`src/rtl/core/tcpsat_pkg.sv`:
```
// Shared types and constants for the TCP session ageing state table.
// No dependencies; the top, front end and back end import this package.
package tcpsat_pkg;

    localparam int SESSIONS      = 65536;
    localparam int PROTO_CLASSES = 4;
    localparam int ADDR_W        = $clog2(SESSIONS);
    localparam int SID_W         = 16;
    localparam int TMO_W         = 18;
    localparam int PC_W          = 2;
    localparam int IDLE_REGS     = 4;
    localparam int CFG_IDX_W     = 3;
    localparam int QUEUE_DEPTH   = 2;
    localparam int QPTR_W        = $clog2(QUEUE_DEPTH);
    localparam int QCNT_W        = $clog2(QUEUE_DEPTH + 1);
    // table word: {timer running, session state}
    localparam int WORD_W        = 4;

    typedef enum logic [2:0] {
        ST_NONE    = 3'd0,
        ST_SETUP   = 3'd1,
        ST_ESTAB   = 3'd2,
        ST_HC_INIT = 3'd3,
        ST_HC_RESP = 3'd4,
        ST_CLOSE   = 3'd5
    } t_sess_state;

    typedef enum logic [1:0] {
        KIND_SETUP = 2'd0,
        KIND_IDLE  = 2'd1,
        KIND_HALF  = 2'd2,
        KIND_CLOSE = 2'd3
    } t_timer_kind;

    typedef enum logic [2:0] {
        EV_SYN    = 3'd0,
        EV_FIN    = 3'd1,
        EV_RST    = 3'd2,
        EV_OTHER  = 3'd3,
        EV_EXPIRY = 3'd4
    } t_event;

    typedef enum logic [CFG_IDX_W-1:0] {
        CFG_TRACK_EN   = 3'd0,
        CFG_SETUP_TMO  = 3'd1,
        CFG_HALF_TMO   = 3'd2,
        CFG_CLOSE_TMO  = 3'd3,
        CFG_IDLE_TMO0  = 3'd4,
        CFG_IDLE_TMO1  = 3'd5,
        CFG_IDLE_TMO2  = 3'd6,
        CFG_IDLE_TMO3  = 3'd7
    } t_cfg_idx;

    typedef enum logic [1:0] {
        BK_CLEAR = 2'd0,
        BK_IDLE  = 2'd1,
        BK_EXEC  = 2'd2
    } t_back_state;

    // classified item as it sits in the queue
    typedef struct packed {
        logic [SID_W-1:0] sid;
        t_event           ev;
        logic             rev;
        logic [PC_W-1:0]  pc;    // already clamped to the last class
    } t_item;

    // back end to front end control
    typedef struct packed {
        logic pop;
        logic clearing;
    } t_back_ctl;

endpackage

```
`src/rtl/core/tcpsat_front.sv`:
```
// Front end: accepts input transfers, classifies TCP flags, queues items.
// Depends on tcpsat_pkg.
module tcpsat_front (
    input  logic                         i_clk,
    input  logic                         i_rst_n,
    input  logic                         i_in_valid,
    output logic                         o_in_stall,
    input  logic                         i_action,
    input  logic [tcpsat_pkg::SID_W-1:0] i_session_id,
    input  logic [7:0]                   i_tcp_flags,
    input  logic                         i_reverse_flow,
    input  logic [tcpsat_pkg::PC_W-1:0]  i_proto_class,
    input  logic                         i_track_enable,
    input  tcpsat_pkg::t_back_ctl        i_ctl,
    output logic                         o_head_valid,
    output tcpsat_pkg::t_item            o_head
);
    import tcpsat_pkg::*;

    t_item              r_q [QUEUE_DEPTH];
    logic [QPTR_W-1:0]  r_wr_ptr, n_wr_ptr;
    logic [QPTR_W-1:0]  r_rd_ptr, n_rd_ptr;
    logic [QCNT_W-1:0]  r_count, n_count;
    logic               accept;
    logic               pop;
    t_item              item;

    always_comb begin
        item.sid = i_session_id;
        item.rev = i_reverse_flow;
        if ({1'b0, i_proto_class} < (PC_W + 1)'(PROTO_CLASSES)) begin
            item.pc = i_proto_class;
        end else begin
            item.pc = PC_W'(PROTO_CLASSES - 1);
        end
        // priority: expiry, SYN (tracking on), FIN, RST, other
        if (i_action) begin
            item.ev = EV_EXPIRY;
        end else if (i_track_enable && i_tcp_flags[1]) begin
            item.ev = EV_SYN;
        end else if (i_tcp_flags[0]) begin
            item.ev = EV_FIN;
        end else if (i_tcp_flags[2]) begin
            item.ev = EV_RST;
        end else begin
            item.ev = EV_OTHER;
        end
    end

    assign o_in_stall = i_ctl.clearing || (r_count == QCNT_W'(QUEUE_DEPTH));
    assign accept     = i_in_valid && !o_in_stall;
    assign pop        = i_ctl.pop && (r_count != '0);

    always_comb begin
        n_wr_ptr = r_wr_ptr;
        n_rd_ptr = r_rd_ptr;
        n_count  = r_count;
        if (accept) begin
            n_wr_ptr = (r_wr_ptr == QPTR_W'(QUEUE_DEPTH - 1)) ? '0 : r_wr_ptr + 1'b1;
        end
        if (pop) begin
            n_rd_ptr = (r_rd_ptr == QPTR_W'(QUEUE_DEPTH - 1)) ? '0 : r_rd_ptr + 1'b1;
        end
        if (accept && !pop) begin
            n_count = r_count + 1'b1;
        end else if (pop && !accept) begin
            n_count = r_count - 1'b1;
        end
    end

    always_ff @(posedge i_clk) begin
        if (!i_rst_n) begin
            r_wr_ptr <= '0;
            r_rd_ptr <= '0;
            r_count  <= '0;
        end else begin
            r_wr_ptr <= n_wr_ptr;
            r_rd_ptr <= n_rd_ptr;
            r_count  <= n_count;
        end
    end

    always_ff @(posedge i_clk) begin
        if (accept) begin
            r_q[r_wr_ptr] <= item;
        end
    end

    assign o_head_valid = (r_count != '0);
    assign o_head       = r_q[r_rd_ptr];

endmodule

```
`config.mk`:
```
export PLATFORM = sky130hd
export DESIGN_NAME = tcpsat_front
export DESIGN_NICKNAME = d
export VERILOG_FILES = /design/src/rtl/core/tcpsat_pkg.sv /design/src/rtl/core/tcpsat_front.sv
export SDC_FILE = /design/constraint.sdc
export NUM_CORES = 1
export LEC_CHECK = 0
export BUFFER_PORTS_ARGS = -buffer_cell sky130_fd_sc_hd__buf_2
export CORE_ASPECT_RATIO = 0.8
export CORE_UTILIZATION = 40
export CTS_BUF_LIST = sky130_fd_sc_hd__clkbuf_16
export DETAILED_ROUTE_END_ITERATION = 16
export PLACE_DENSITY = 0.63
export SYNTH_ARGS = -nofsm -noshare
export SYNTH_HDL_FRONTEND = slang
export SYNTH_SLANG_ARGS = --single-unit
export TNS_END_PERCENT = 5
```
`constraint.sdc`:
```
create_clock -name i_clk -period 6.7 [get_ports i_clk]
set_input_delay 0.67 -clock i_clk [delete_from_list [all_inputs] [get_ports i_clk]]
set_output_delay 0.67 -clock i_clk [all_outputs]
set_load 0.02 [all_outputs]
```
# After elaboration in Yosys (flattened, before gate mapping)
# Memories as Yosys holds them, arrays and structs flattened. A register that Yosys moved wholly into a read port is not among the register bits.
# Index checks and enable logic that the tools add are counted.
# Widths: inputs -> output; s select.
# classes
add_sub_neg	4
n_reduce_logical	11
muxes	12
eq_ne	1
# ops
cell	n
$mux 2	4
$mux 1	7
$logic_and 1x1->1	5
$reduce_bool 2->1	2
$logic_not 1->1	3
$mux 3	1
$add 1x1->1 const B	2
$add 2x1->2 const B	1
$eq 2x2->1 const B	1
$sub 2x1->2 const B	1
$logic_or 1x1->1	1
# totals
memories	1
inputBits	34
ramBits	44
word_cells	32
register_bits	4
# memory_table
name	words	width	rd	rd_clocked_by_memory_dff	write_ports	line	text
r_q	2	22	1	1	1	tcpsat_front.sv:20	t_item r_q [QUEUE_DEPTH];

# Depth between registers and ports, before layout
# depth
word_depth	8
mapped_depth	6

# Worst setup path after synthesis
# No wires, ideal clock.
# synth_timing
kind	input-to-reg
start	input i_in_valid
end	memory r_q[0][0] (netlist bit) (enable)
path_stages	3
slack_ns	4.262
t_required_ns	6.297
setup_time_ns	0.403
arrival_time_ns	2.035
path_buffers	0
path_cell_list	nor2b_1 > and2_1 > nor2b_1
# synth_via
elab_chain_len	3
# synth_lines
element	line	text
start: declaration	tcpsat_front.sv:6	input logic i_in_valid,
$logic_and 1x1->1	tcpsat_front.sv:51	assign accept = i_in_valid && !o_in_stall;
via accept	tcpsat_front.sv:24	logic accept;
$mux 1	tcpsat_front.sv:84	if (accept) begin
$mux 1 (implied by the code)	tcpsat_front.sv:85	r_q[r_wr_ptr] <= item;
end: declaration	tcpsat_front.sv:20	
# The timed path passes the listed nets, and every way through them passes these cells.

==> out/summary.md <==
For the final routed database, the setup TNS stands at 0 ps. Max-cap violations in this run came to 0. A synthesized cell averages 18.79 um^2. For the count of pins over their slew limit, the log shows 0. The hold violation total from the final report is 0.

The core region is 4309 um^2. For the number of fill cells, the log shows 366. TritonCTS built the clock tree. For this run, the slowest stage of the critical path takes 990 ps. The run finished with clean final reports. The DRC marker count from the first detailed-route iteration is 19, and the routability congestion estimate from global placement is 0.6264. Net switching is 28.29% of the power. The tools report the effective utilization at floorplan as 42.74%. Total setup buffers inserted after CTS: 0.

The top cell types in the final layout, fill and taps aside, are sky130_fd_sc_hd__buf_2 (52), sky130_fd_sc_hd__edfxtp_1 (44), sky130_fd_sc_hd__mux2_2 (22), sky130_fd_sc_hd__dfxtp_1 (5), sky130_fd_sc_hd__clkbuf_16 (5). The maximum clock skew at final layout was 2.392 ps. The tools report the hold buffer count at cts as 0. Leading cell type in the layout, fill and taps excluded: sky130_fd_sc_hd__buf_2. Setup repair after global routing left no endpoint under its margin. The die is 77.87 um wide. The number of instances in the placed design was 205. The number of search-and-repair iterations in the first detailed-routing pass was 3. The number of flops mapped to enable cells by yosys was 44.

The cell family with the largest share of critical-path delay was flip-flops. 0 antenna diodes ended up in the layout. In this run the worst hold path is classified as flip-flop to flip-flop. The cell with the largest stage delay on the worst path is sky130_fd_sc_hd__dfxtp_1.

From synthesis to final layout, the design area changed by 25.07%. The worst setup path is of the flip-flop to output port kind. Leading register cell type out of synthesis: sky130_fd_sc_hd__edfxtp_1. Dividing the detail-routed wire length by the instance count gives 13.51 um. The die covers 4881 um^2. For this run, the number of Yosys warnings is 0.

The cell sitting at the root of the clock tree is a sky130_fd_sc_hd__clkbuf_16. Entering global routing, the biggest net connects 23 pins. The run gives 24.75% as the relative slew slack. Clock-pin slew was measured on the worst setup and hold paths at 60 ps.

For this design the top-level I/O count stands at 58. Of all nets on the critical path, the largest fanout is 22. The total number of placement rows was 21; the actual slew at the worst max-slew pin was 1124 ps. The post-synthesis register bit count was 49; the overall die height was 62.69 um.

The share of synthesized registers carrying an async set or reset is 0%. The unique cell type count in the Yosys netlist is 22, and the maximum clock rate is 396.5 MHz. Once layout is done, the placed cells without fillers occupy 2303 um^2. The area of placed instances is 2166 um^2. Dividing the detail-routed via count by the number of cells gives 4.709. The total overflow left after global routing is 0. The initial antenna violation count is 0.

The count of non-filler cells in the finished layout was 213; the post-layout net count was 190. Counting the buffers created by CTS gives 5. The power spent charging and discharging nets is 0.2381 mW.

The count of buffering cells on the critical path with inverters included came out at 1. The internal power came out at 0.6036 mW. The clock insertion delay at the later pin of the skew report was 280 ps; the count of clock tree sinks was 49. At the worst endpoint, the required time is 6030 ps. For this run, design rule violations remaining after detail routing come to 0. Sequential cells burn 47.6% of the power.

STA classifies the critical path endpoint as an output port. Dividing total power by cell area gives a power density of 365.4 nW/um^2. The count of nets left with antenna violations once routing finished came out at 0. In this run, post-CTS repair resized a total of 0 instances. The tools report the final count of negative-setup-slack endpoints as 0.

Summed over all nets, the half-perimeter wirelength after detailed placement is 1.905 mm. At the worst endpoint, the arrival time is 1850 ps. Counting along the longest clock path gives a buffer depth of 2. The final route contains 1003 vias. Sort of element at the start of the critical path: a flip-flop. The clock network fraction of total power is 27.1%, and the global-route wire length before repair is 4.726 mm. Summed over all cells, the static leakage comes to 0.8747 nW.

The count of input and output buffers came out at 52. Of the total power, combinational logic draws 25.4%. The share of the Yosys chip area taken by registers is 77.17%. Cells with a size suffix above 1 make up 52.56% of the layout. The highest ir drop seen on vdd is 0.0002369 V, and the synthesized netlist net count is 133.

The logs give 1842 um^2 for the netlist area before placement and 2 for the number of H-tree levels. The final critical path takes up 37.65% of the cycle. After detailed routing, the total wire length is 2.878 mm.

In the synthesized netlist, the number of instances is 98. The number of global-route vias before repair was 1037. Traced cell by cell, the critical path runs through mux2_2, buf_2. The shortest clock period the worst path allows after layout is 2522 ps. Across every metal layer, demand over resource in global routing totals 13.40%.
metrics by stage:
| stage | hold slack, ps | util, % | power [mW] | worst slack, ps |
|---|---|---|---|---|
| after floorplan | 445.0 | - | 0.5537 | 4262 |
| after global placement | 468.2 | 50.26 | 0.6151 | 4234 |
| after detailed placement | 481.4 | 50.26 | 0.6231 | 4190 |
| after CTS | 491.0 | 53.46 | 0.8541 | 4111 |
| after global routing | 531.2 | 53.46 | 0.8822 | 4038 |
| final | 483.9 | 53.46 | 0.8417 | 4178 |
registers in the layout (all words and copies together), names as in the netlist, named ones only:
signal,cells
r_count,2
r_q,44
r_rd_ptr,1
r_wr_ptr,1
final timing paths:
kind / slack [ps] / to / cells past startpoint / start
setup / recovery: 4180 / o_head[14] / 2 / flip-flop
hold reg to reg: 480 / r_wr_ptr$_SDFFE_PN0P_ / 2 / r_wr_ptr$_SDFFE_PN0P_
setup reg to reg: 4620 / r_q[0][1]$_DFFE_PP_ / 3 / r_count[0]$_SDFFE_PN0P_
hold / removal: 480 / r_wr_ptr$_SDFFE_PN0P_ / 2 / r_wr_ptr$_SDFFE_PN0P_
logic make-up after synthesis:
family	synth area share, %
buffers and inverters	0.7471
flip-flops	77.17
XOR/XNOR	1.427
AO/OA/AOI/OAI	1.902
adder cells (fa/ha/maj)	0.6792
AND/OR/NAND/NOR	4.619
multiplexers	13.45
synthesized netlist by cell type, drive strengths merged (2+ instances only):
cell     n  share of area [%]
o21ai    3               0.81
and2     4                1.4
xnor2    2               0.95
edfxtp  44                 72
nand2b   2               0.68
nor2b    2               0.68
buf      2               0.54
dfxtp    5                5.4
mux2    22                 13
cell type report:
cell class | count | area (um^2) | area share (%)
well taps | 57 | 71.32 | 3.096
inverters | 1 | 3.754 | 0.1630
flip-flops and latches | 49 | 1421 | 61.71
clock buffers | 5 | 125.1 | 5.432
clock inverters | 3 | 12.51 | 0.5432
multi-input cells | 46 | 409.1 | 17.76
repair buffers | 52 | 260.3 | 11.30
power groups by stage:
| stage | Clock, mW | Combinational [mW] | Sequential, mW |
|---|---|---|---|
| finish | 0.228 | 0.214 | 0.400 |
| global route | 0.245 | 0.231 | 0.406 |
| CTS | 0.235 | 0.217 | 0.402 |
| detailed placement | 0 | 0.215 | 0.408 |
| global placement | 0 | 0.210 | 0.405 |
| floorplan | 0 | 0.168 | 0.385 |
metal layers:
metal	GRT usage [%]	share of wire [%]
met3	4.234	5.4
met1	14.08	40
met2	23.23	52
met4	8.491	2.2
met5	0	0
worst min-delay path: stages (launching register included):
cell and delay, ps:
sky130_fd_sc_hd__dfxtp_1 330, sky130_fd_sc_hd__nand2_1 60, sky130_fd_sc_hd__o21ai_1 50
Note: power is estimated with default switching activity, not from simulation.
